<file path="src/rtl/core/glw_pkg.sv">
// Shared types, constants and offset arithmetic for the glyph line wrap layout block.
`default_nettype none
package glw_pkg;

  localparam int MAX_GLYPHS_DEF = 64;
  localparam int MAX_ROWS_DEF   = 64;
  localparam int CNT_W          = 7;   // glyph and line counts, up to 64
  localparam int ROW_W          = 6;   // line index field
  localparam int POS_W          = 19;  // quarter-pixel positions and pen registers
  localparam int HGT_W          = 9;   // line heights
  localparam int ACC_W          = 24;  // working width of the position arithmetic
  localparam int CFG_IDX_W      = 3;
  localparam int CFG_DATA_W     = 12;

  localparam logic signed [ACC_W-1:0] POS_HI = ACC_W'(2 ** (POS_W - 1) - 1);
  localparam logic signed [ACC_W-1:0] POS_LO = ACC_W'(-(2 ** (POS_W - 1)));

  // Register indexes of the write port
  typedef enum logic [CFG_IDX_W-1:0] {
    REG_HALF_WIDTH  = 3'd0,
    REG_HALF_HEIGHT = 3'd1,
    REG_GAP_X       = 3'd2,
    REG_GAP_Y       = 3'd3,
    REG_SINGLE_LINE = 3'd4,
    REG_ALIGN_H     = 3'd5,
    REG_ALIGN_V     = 3'd6
  } reg_idx_t;

  // Alignment codes
  localparam logic [1:0] ALIGN_FIRST  = 2'd0;  // left / top
  localparam logic [1:0] ALIGN_MIDDLE = 2'd1;  // centre / middle
  localparam logic [1:0] ALIGN_LAST   = 2'd2;  // right / bottom

  typedef enum logic [3:0] {
    ST_LOAD,
    ST_FLUSH,
    ST_CLIP_RD,
    ST_CLIP_ROW,
    ST_CLIP_CHK,
    ST_SCAN,
    ST_HF_RD,
    ST_HL_RD,
    ST_OFFS,
    ST_EMIT_RD,
    ST_EMIT_ROW,
    ST_EMIT_CALC,
    ST_EMIT_OUT
  } state_t;

  typedef enum logic [1:0] {
    RSEL_GLYPH,
    RSEL_FIRST,
    RSEL_LAST
  } row_sel_t;

  typedef struct packed {
    logic     load;        // input beat taken this cycle
    logic     row_track;   // keep the line store in step with the current line
    logic     flush;       // end of input: first vertical offset
    logic     clip_chk;
    logic     scan_step;
    logic     cap_hf;
    logic     set_oy;      // final vertical offset
    logic     emit_calc;
    logic     idx_clr;
    logic     idx_inc;
    logic     end_run;
    row_sel_t row_sel;
  } cmd_t;

  typedef struct packed {
    logic empty;
    logic idx_last_glyph;
    logic idx_last_row;
  } status_t;

  typedef struct packed {
    logic                    brk;
    logic [ROW_W-1:0]        row;
    logic signed [POS_W-1:0] x;
    logic signed [POS_W-1:0] y;
  } glyph_rec_t;

  typedef struct packed {
    logic signed [POS_W-1:0] w;
    logic [HGT_W-1:0]        h;
  } row_rec_t;

  function automatic logic signed [ACC_W-1:0] v_offset(
      input logic [1:0]              av,
      input logic signed [ACC_W-1:0] hh,
      input logic signed [ACC_W-1:0] tot,
      input logic signed [ACC_W-1:0] hf,
      input logic signed [ACC_W-1:0] hl);
    logic signed [ACC_W-1:0] span;
    logic signed [ACC_W-1:0] res;
    span = (hh <<< 1) - tot;
    case (av)
      ALIGN_FIRST:  res = -(hf <<< 2);
      ALIGN_MIDDLE: res = -(span <<< 1) - (hf <<< 1);
      ALIGN_LAST:   res = -(span <<< 2) + (hl <<< 1);
      default:      res = '0;
    endcase
    return res;
  endfunction

  function automatic logic signed [ACC_W-1:0] h_offset(
      input logic [1:0]              ah,
      input logic signed [ACC_W-1:0] hw,
      input logic signed [ACC_W-1:0] w);
    logic signed [ACC_W-1:0] span;
    logic signed [ACC_W-1:0] res;
    span = (hw <<< 1) - w;
    case (ah)
      ALIGN_MIDDLE: res = span <<< 1;
      ALIGN_LAST:   res = span <<< 2;
      default:      res = '0;
    endcase
    return res;
  endfunction

  function automatic logic signed [POS_W-1:0] sat_pos(input logic signed [ACC_W-1:0] v);
    logic signed [ACC_W-1:0] c;
    c = v;
    if (v > POS_HI) c = POS_HI;
    if (v < POS_LO) c = POS_LO;
    return c[POS_W-1:0];
  endfunction

endpackage
`default_nettype wire

</file>
<file path="src/rtl/core/glw_ctrl.sv">
// Sequencer: load, clip, scan, offset and emit phases of a layout run.
`default_nettype none
module glw_ctrl
  import glw_pkg::*;
(
  input  wire logic    clk,
  input  wire logic    rst,
  input  wire logic    in_valid,
  input  wire logic    in_final,
  output logic         in_ready,
  output logic         out_valid,
  input  wire logic    out_ready,
  input  wire status_t status,
  output cmd_t         cmd
);

  state_t state, state_next;

  // State register
  always_ff @(posedge clk) begin
    if (rst) state <= ST_LOAD;
    else     state <= state_next;
  end

  // Next state and commands
  always_comb begin
    state_next  = state;
    cmd         = '0;
    cmd.row_sel = RSEL_GLYPH;
    in_ready    = 1'b0;
    out_valid   = 1'b0;
    unique case (state)
      ST_LOAD: begin
        in_ready      = 1'b1;
        cmd.row_track = 1'b1;
        cmd.load      = in_valid;
        if (in_valid && in_final) state_next = ST_FLUSH;
      end
      ST_FLUSH: begin
        cmd.row_track = 1'b1;
        cmd.flush     = 1'b1;
        cmd.idx_clr   = 1'b1;
        state_next    = status.empty ? ST_EMIT_CALC : ST_CLIP_RD;
      end
      ST_CLIP_RD:  state_next = ST_CLIP_ROW;
      ST_CLIP_ROW: state_next = ST_CLIP_CHK;
      ST_CLIP_CHK: begin
        cmd.clip_chk = 1'b1;
        if (status.idx_last_glyph) begin
          cmd.idx_clr = 1'b1;
          state_next  = ST_SCAN;
        end else begin
          cmd.idx_inc = 1'b1;
          state_next  = ST_CLIP_RD;
        end
      end
      ST_SCAN: begin
        cmd.scan_step = 1'b1;
        if (status.idx_last_row) state_next = ST_HF_RD;
        else cmd.idx_inc = 1'b1;
      end
      ST_HF_RD: begin
        cmd.row_sel = RSEL_FIRST;
        state_next  = ST_HL_RD;
      end
      ST_HL_RD: begin
        cmd.row_sel = RSEL_LAST;
        cmd.cap_hf  = 1'b1;
        state_next  = ST_OFFS;
      end
      ST_OFFS: begin
        cmd.set_oy  = 1'b1;
        cmd.idx_clr = 1'b1;
        state_next  = ST_EMIT_RD;
      end
      ST_EMIT_RD:  state_next = ST_EMIT_ROW;
      ST_EMIT_ROW: state_next = ST_EMIT_CALC;
      ST_EMIT_CALC: begin
        cmd.emit_calc = 1'b1;
        state_next    = ST_EMIT_OUT;
      end
      ST_EMIT_OUT: begin
        out_valid = 1'b1;
        if (out_ready) begin
          if (status.empty || status.idx_last_glyph) begin
            cmd.end_run = 1'b1;
            state_next  = ST_LOAD;
          end else begin
            cmd.idx_inc = 1'b1;
            state_next  = ST_EMIT_RD;
          end
        end
      end
      default: state_next = ST_LOAD;
    endcase
  end

endmodule
`default_nettype wire

</file>
<file path="config.mk">
export PLATFORM = sky130hd
export DESIGN_NAME = glw_ctrl
export DESIGN_NICKNAME = d
export VERILOG_FILES = /design/src/rtl/core/glw_pkg.sv /design/src/rtl/core/glw_ctrl.sv
export SDC_FILE = /design/constraint.sdc
export NUM_CORES = 1
export LEC_CHECK = 0
export ABC_AREA = 1
export BUFFER_PORTS_ARGS = -buffer_cell sky130_fd_sc_hd__clkbuf_2
export CAP_MARGIN = 20
export CORE_AREA = 2 2 39 41
export DETAILED_ROUTE_END_ITERATION = 16
export DIE_AREA = 0 0 41 43
export PLACE_DENSITY = 0.67
export SLEW_MARGIN = 40
export SYNTH_ARGS = -nofsm -noshare
export SYNTH_HDL_FRONTEND = slang
export SYNTH_SLANG_ARGS = --single-unit
</file>
<file path="constraint.sdc">
create_clock -name clk -period 1.7 [get_ports clk]
set_input_delay 0.34 -clock clk [delete_from_list [all_inputs] [get_ports clk]]
set_output_delay 0.34 -clock clk [all_outputs]
set_load 0.01 [all_outputs]
</file>
### Word-level counts from Yosys, hierarchy flattened

Index checks and enable logic that the tools add are counted.

* equal/unequal tests: 15
* muxes and demuxes: 27
* reductions and logical operators: 6

Operators by type and width (count)
* 4-bit one-hot mux with 13 select lines: 1
* 4-bit == test (second input constant): 5
* 4-bit 2-to-1 mux: 5
* 4-bit by 3-bit == test with 1-bit output (second input constant): 4
* 1-bit 2-to-1 mux: 16
* 4-bit by 2-bit == test with 1-bit output (second input constant): 2
* 2-bit inequality test (second input constant): 3
* 4-bit by 1-bit == test with 1-bit output (second input constant): 1
* 4-bit zero test: 1
* 2-bit one-hot mux with 2 select lines: 1
* 2-bit OR reduction: 2
* 3-bit 2-to-1 mux: 1
* 1-bit one-hot mux with 3 select lines: 1
* 3-bit AND reduction: 1
* 2-bit 2-to-1 mux: 1
* 1-bit one-hot mux with 2 select lines: 1
* 1-bit logical AND: 1
* 1-bit logical OR: 1

* register bits after elaboration: 4
* output and inout port bits: 15
* logic and storage cells: 49

### Logic depth before layout (Yosys ltp)

Gate-level depths: netlist (run 1).

* word-level depth: 4
* mapped depth: 9
* mapped depth without buffers: 9

### Worst setup path after synthesis (run 1)

Ideal clock, no wire load.

* path type: register to output
* start: register state[2]
* end: output port cmd[2] (netlist name)
* arrival time: 0.965 ns
* required time: 1.360 ns
* slack: 0.395 ns
* stages on the path, launching flop included: 3
* buffers on the path: 0
* cells stage by stage: dfxtp_1 nand2_1 nor4_1

RTL lines
* start: declaration: RTL line glw_ctrl.sv:17 `state_t state, state_next;`
* start signal: assignment: RTL line glw_ctrl.sv:22 `else state <= state_next;`
* end: declaration: RTL line glw_ctrl.sv:14 `output cmd_t cmd`

==> results of run 1 <==
[area by class of cell]
class | count | area, µm² | area share
repair buffers | 22 | 110.1 | 0.1991
inverters | 12 | 45.04 | 0.08145
well taps | 16 | 20.02 | 0.03620
clock buffers | 3 | 22.52 | 0.04072
flip-flops and latches | 4 | 83.83 | 0.1516
multi-input cells | 55 | 271.5 | 0.4909
[power by group]
part	switching [W]	internal (W)	total, W
clock	0.0000342	0.0000786	0.000113
sequential	0.0000108	0.000102	0.000113
combinational	0.0000860	0.0000530	0.000139
[stage by stage]
| stage | setup WS, ns | TNS, ns | power, W | cells |
|---|---|---|---|---|
| final | 0.09689 | 0 | 0.0003651 | 112 |
| after global routing | -0.01184 | -0.01184 | 0.0003954 | 112 |
| after CTS | 0.02802 | 0 | 0.0003656 | 112 |
| after detailed placement | 0.2445 | 0 | 0.0002452 | 109 |
| after global placement | 0.2415 | 0 | 0.0002436 | 109 |
| after floorplan | 0.3946 | 0 | 0.0002004 | 72 |
[cells by family after synthesis]
group                  Yosys count  share of synthesized area
AO/OA/AOI/OAI                    6                    0.08414
buffers and inverters           13                     0.1359
AND/OR/NAND/NOR                 49                     0.5728
flip-flops                       4                     0.2071
[worst paths after layout]
| path | cells after the start | endpoint | start |
|---|---|---|---|
| worst max-delay path | 6 | cmd[3] | state[3]$_SDFFE_PP0P_ |
| worst min-delay path | 2 | state[0]$_SDFFE_PP0P_ | rst |
| worst max register to register | 8 | state[0]$_SDFFE_PP0P_ | state[3]$_SDFFE_PP0P_ |
| worst min register to register | 4 | state[3]$_SDFFE_PP0P_ | state[3]$_SDFFE_PP0P_ |
[layout by cell type, fill, tap and decap left out, types with 2 or more instances in the layout]
cell | netlist | routed
clkbuf_2 | 0 | 22
nand2_1 | 16 | 15
nor2_1 | 15 | 13
inv_1 | 11 | 10
nand2_2 | 6 | 7
nand3_1 | 5 | 5
nor2_2 | 4 | 4
a21oi_1 | 4 | 4
clkbuf_4 | 0 | 3
dfxtp_2 | 0 | 3
inv_2 | 1 | 2
nor2_4 | 0 | 2
[layer usage]
layer / global-route usage / part of all wire / vias to the layer above
li1: - / - / 269
met1: 0.1378 / 0.42 / 228
met2: 0.2250 / 0.51 / 17
met3: 0.01571 / 0.068 / 0
met4: 0.1000 / 0 / 0
met5: 0 / 0 / -
[what timing repair did]
| action | in CTS | in global routing |
|---|---|---|
| resized for setup | 1 | 8 |
| setup endpoints to repair | 1 | 3 |
| pin swaps | 0 | 0 |
==> qor.csv, run 1 <==
stage,metric,value,unit
yosys,Synth area leader,dfxtp_1,
clock_network,hold-fix buffers at CTS,0,
drt,first-pass detailed-route iteration total,4,
placement,GPL Wtd Cong,0.8150,
hold_path,Tightest Hold Check Type,input port to flip-flop,
final_layout,final design utilization,0.3996,
power,Leak,0.3180,nW
die,Rows,14,
clock_network,worst skew pair latency,0.23,ns
final_layout,Fill cells,156,
critical_path,kind of critical path,flip-flop to primary output,
run_status,status,"finished, final reports clean",
sta,maximum clock rate,0.6238,GHz
clock_network,post-CTS setup buffer count,0,
final_layout,Final Net Count,106,
global_routing,largest net degree at the start of global routing,7,
drt,Avg WL per Cell,9.518,µm
critical_path,CP peak stage delay,0.34,ns
power,worst vdd ir,0.2673,mV
drt,final wirelength,1066,µm
die,Initial Utilization,0.2794,
clock_network,Max clock buf depth,2,
die,Die Y-Extent,43,µm
yosys,cell count after synthesis,72,
clock_network,CTS Sinks,4,
final_layout,area grow syn2layout,43.04,%
sta,relative slew slack,0.8306,
placement,Post-DP Area,509.2,µm²
sta,Setup Viol. Count Final,0,
sta,final hold violations,0,
drt,vias,514,
yosys,post-synthesis cell type count,15,
placement,port bufs,22,
critical_path,Worst Path Buf+Inv,2,
clock_network,CTS tree,built,
sta,WHS,0.3060,ns
final_layout,share of layout cells above drive strength 1,0.4583,
final_layout,Antenna Cells,0,
power,P per Cell Area,660.2,nW/µm²
global_routing,first-pass GRT wire length,1628,µm
sta,worst clock skew,0.0003887,ns
critical_path,internal reg-to-reg setup slack,0.46,ns
final_layout,most flop-heavy register,state,
critical_path,CP max FO,4,
critical_path,"Req. time, crit path",1.36,ns
final_layout,Final Cell Area,553.0,µm²
critical_path,Startpoint Class,flip-flop,
yosys,share of the yosys chip area belonging to registers,0.2071,
die,die width,41,µm
yosys,Yosys Warn Count,0,
clock_network,clock-pin slew on the worst setup and hold paths,0.03,ns
yosys,largest cells by area after synthesis,"dfxtp_1, nand2_1, nor2_1",
clock_network,htree depth,1,
yosys,Async SR Flop Fraction,0,
critical_path,Critical Path AT,1.26,ns
global_routing,antenna violations before repair,0,
yosys,Mapped Area,386.6,µm²
critical_path,crit path capture type,primary output,
sta,Worst Tran Pin Value,0.2518,ns
global_routing,vias in the first global route,454,
sta,Slew Limit Fails,0,
yosys,commonest cells in the netlist,"nand2_1, nor2_1, inv_1",
drt,First DRT Iteration DRCs,6,
clock_network,clock buffer count from CTS,3,
yosys,Post-synth EDFFs,0,
yosys,Mapped Nets,80,
drt,routed vias/inst,4.589,
yosys,post-synthesis area per instance,5.370,µm²
final_layout,biggest regs,state: 4 flops,
clock_network,Clock Root Buffer,clkbuf_4,
drt,post-route ant nets,0,
global_routing,global route overflow,0,
yosys,post-synthesis register bit count,4,
yosys,most common cell in the synthesized netlist,nand2_1,
critical_path,critical path's top delay family,simple AND/OR/NAND/NOR gates,
yosys,Yosys top cell area share,0.2071,
die,core box area,1384,µm²
drt,drt drc,0,
sta,post-layout min period,1.603,ns
critical_path,Most common cell on crit path,nand2_2,
yosys,top_reg_cell synth,dfxtp_1,
placement,post-DP HPWL,919.8,µm
die,io pins,23,
sta,Final period util,0.9430,
final_layout,max FFs per register,4,
die,die area,1763,µm²
critical_path,ordered cell list for the critical path,inv_2 > nand2_2 > nor2_4 > nand2_2 > o211ai_1 > clkbuf_2,
global_routing,Total Routing Usage GR,0.1334,
run,max-cap violation count,0,
critical_path,crit path max-delay cell type,dfxtp_1,
Note: power is estimated with default switching activity, not from simulation.
==> inputs of run 2 (changes only) <==
--- a/config.mk
+++ b/config.mk
@@ -8,10 +8,12 @@
 export ABC_AREA = 1
 export BUFFER_PORTS_ARGS = -buffer_cell sky130_fd_sc_hd__clkbuf_2
 export CAP_MARGIN = 20
-export CORE_AREA = 2 2 39 41
+export CELL_PAD_IN_SITES_DETAIL_PLACEMENT = 1
+export CELL_PAD_IN_SITES_GLOBAL_PLACEMENT = 2
+export CORE_AREA = 2 2 51 48
 export DETAILED_ROUTE_END_ITERATION = 16
-export DIE_AREA = 0 0 41 43
-export PLACE_DENSITY = 0.67
+export DIE_AREA = 0 0 53 50
+export PLACE_DENSITY = 0.86
 export SLEW_MARGIN = 40
 export SYNTH_ARGS = -nofsm -noshare
 export SYNTH_HDL_FRONTEND = slang
==> constraint.sdc (replaced) <==
create_clock -name clk -period 1.7 [get_ports clk]
set_input_delay 0.255 -clock clk [delete_from_list [all_inputs] [get_ports clk]]
set_output_delay 0.255 -clock clk [all_outputs]
set_load 0.01 [all_outputs]
==> qor.csv, run 2 (synthesis gave the netlist of run 1 again) <==
stage,metric,value,unit,change
run_status,status,"finished, final reports clean",,
critical_path,crit path max-delay cell type,dfxtp_2,,
final_layout,"commonest cells after routing, fill and taps aside","clkbuf_2, nand2_1, nor2_1, inv_1, nand2_2",,
drt,routed vias/inst,4.179,,-8.9%
run,max-cap violation count,0,,unchanged
sta,Worst Tran Pin Value,0.2647,ns,+0.01288 ns
sta,Slew Limit Fails,0,,unchanged
clock_network,clock buffer count from CTS,3,,unchanged
final_layout,area grow syn2layout,42.07,%,
drt,metal3 WL,41,µm,-43%
power,Leak,0.3160,nW,-0.64%
final_layout,max FFs per register,4,,unchanged
drt,First DRT Iteration DRCs,10,,+4
clock_network,hold-fix buffers at CTS,0,,unchanged
final_layout,Multi-input gate area,254.0,µm²,-6.5%
critical_path,crit path capture type,primary output,,
clock_network,Clock Root Buffer,clkbuf_4,,
critical_path,kind of critical path,flip-flop to primary output,,
critical_path,Critical Path AT,1.31,ns,+0.05 ns
global_routing,Total Routing Usage GR,0.1114,,-0.02202
critical_path,"Req. time, crit path",1.44,ns,+0.08 ns
final_layout,biggest regs,state: 4 flops,,
critical_path,Startpoint Class,flip-flop,,
critical_path,Worst Path Buf+Inv,1,,-1
die,core box area,2102,µm²,+52%
drt,first-pass detailed-route iteration total,4,,unchanged
clock_network,clock-pin slew on the worst setup and hold paths,0.03,ns,about the same
sta,RSZ-0062 raised after global routing,false,,
power,P per Cell Area,667.5,nW/µm²,+1.1%
placement,port bufs,22,,unchanged
global_routing,first-pass GRT wire length,2194,µm,+35%
drt,Avg WL per Cell,10.62,µm,+12%
clock_network,htree depth,1,,unchanged
sta,worst clock skew,0.003019,ns,+0.002631 ns
die,io pins,23,,unchanged
die,Die Y-Extent,50,µm,+16%
critical_path,CP max FO,6,,+2
final_layout,FF+latch area,83.83,µm²,unchanged
die,Rows,16,,+2
sta,Final period util,0.9228,,-0.02017
power,worst vdd ir,0.2841,mV,+6.3%
critical_path,critical path's top delay family,simple AND/OR/NAND/NOR gates,,
sta,post-layout min period,1.569,ns,-0.03429 ns
placement,post-DP HPWL,1157,µm,+26%
final_layout,most flop-heavy register,state,,
drt,vias,514,,unchanged
sta,final hold violations,0,,unchanged
sta,WHS,0.2196,ns,-0.08646 ns
sta,relative slew slack,0.8229,,-0.007689
sta,Setup Viol. Count Final,0,,unchanged
drt,final wirelength,1306,µm,+23%
final_layout,Antenna Cells,0,,unchanged
global_routing,vias in the first global route,535,,+18%
drt,Max Used Layer,met3,,
drt,post-route ant nets,0,,unchanged
drt,met1 WL,597,µm,+32%
die,die area,2650,µm²,+50%
final_layout,Fill cells,289,,+85%
clock_network,CTS Sinks,4,,unchanged
clock_network,CTS tree,built,,
drt,met2 WL,667,µm,+23%
critical_path,Critical path origin,state[1]$_SDFFE_PP0P_,,
global_routing,global route overflow,0,,unchanged
critical_path,ordered cell list for the critical path,nor2_1 > nand3_1 > nand2_1 > or2_2 > clkbuf_2,,
final_layout,Final Net Count,106,,unchanged
sta,maximum clock rate,0.6374,GHz,+2.2%
hold_path,Tightest Hold Check Type,input port to flip-flop,,
global_routing,antenna violations before repair,0,,unchanged
final_layout,"commonest non-fill, non-tap cell in the layout",clkbuf_2,,
power,Total Power,0.0003667,W,+0.42%
critical_path,CP peak stage delay,0.39,ns,+0.05 ns
hold_path,hold path startpoint,rst,,
die,die width,53,µm,+29%
placement,GPL Wtd Cong,0.7574,,-7.1%
critical_path,Critical R2R Launch,state[0]$_SDFFE_PP0P_,,
clock_network,Max clock buf depth,2,,unchanged
clock_network,worst skew pair latency,0.23,ns,about the same
drt,drt drc,0,,unchanged
sta,setup_tns,0,ns,unchanged
global_routing,largest net degree at the start of global routing,7,,unchanged
die,Initial Utilization,0.1839,,-0.09546
final_layout,share of layout cells above drive strength 1,0.4167,,-0.04167
-- run 2: repair_timing --
| item | 4_1_cts | 5_1_grt |
|---|---|---|
| setup buffers | 0 | 0 |
| hold endpoints to repair | 0 | 0 |
| endpoints found under the setup margin | 0 | 2 |
| resized for setup | 0 | 3 |
-- run 2: path summary, 6_finish.rpt --
| check | endpoint | slack [ns] | cells after the start |
|---|---|---|---|
| min reg2reg | state[0]$_SDFFE_PP0P_ | 0.70 | 4 |
| min | state[1]$_SDFFE_PP0P_ | 0.22 | 2 |
| max | cmd[4] | 0.13 | 5 |
| max reg2reg | state[2]$_SDFFE_PP0P_ | 0.41 | 6 |
-- run 2: cell type report --
class | count | area share
flip-flops and latches | 4 | 0.1526
repair buffers | 22 | 0.2005
multi-input cells | 55 | 0.4624
well taps | 27 | 0.06150
inverters | 12 | 0.08200
clock buffers | 3 | 0.04100
-- run 2: power by group --
| part | internal, W | switching, W |
|---|---|---|
| Clock | 0.0000788 | 0.0000369 |
| Sequential | 0.000102 | 0.0000108 |
| Combinational | 0.0000516 | 0.0000861 |
| Total | 0.000233 | 0.000134 |
-- run 2: metal layers --
metal  vias to the layer above  track usage
met5                         -            0
met4                         0      0.03846
met3                         0      0.01818
met2                        12       0.1979
met1                       229       0.1314
li1                        273            -
-- run 2: through the flow --
| stage | utilization | setup WS, ns | std cells | cell area (µm²) |
|---|---|---|---|---|
| after floorplan | - | 0.4796 | 72 | 386.6 |
| after global placement | 0.2488 | 0.2810 | 120 | 523.0 |
| after detailed placement | 0.2488 | 0.2788 | 120 | 523.0 |
| after CTS | 0.2595 | 0.02287 | 123 | 545.5 |
| after global routing | 0.2613 | 0.009321 | 123 | 549.3 |
| final | 0.2613 | 0.1312 | 123 | 549.3 |
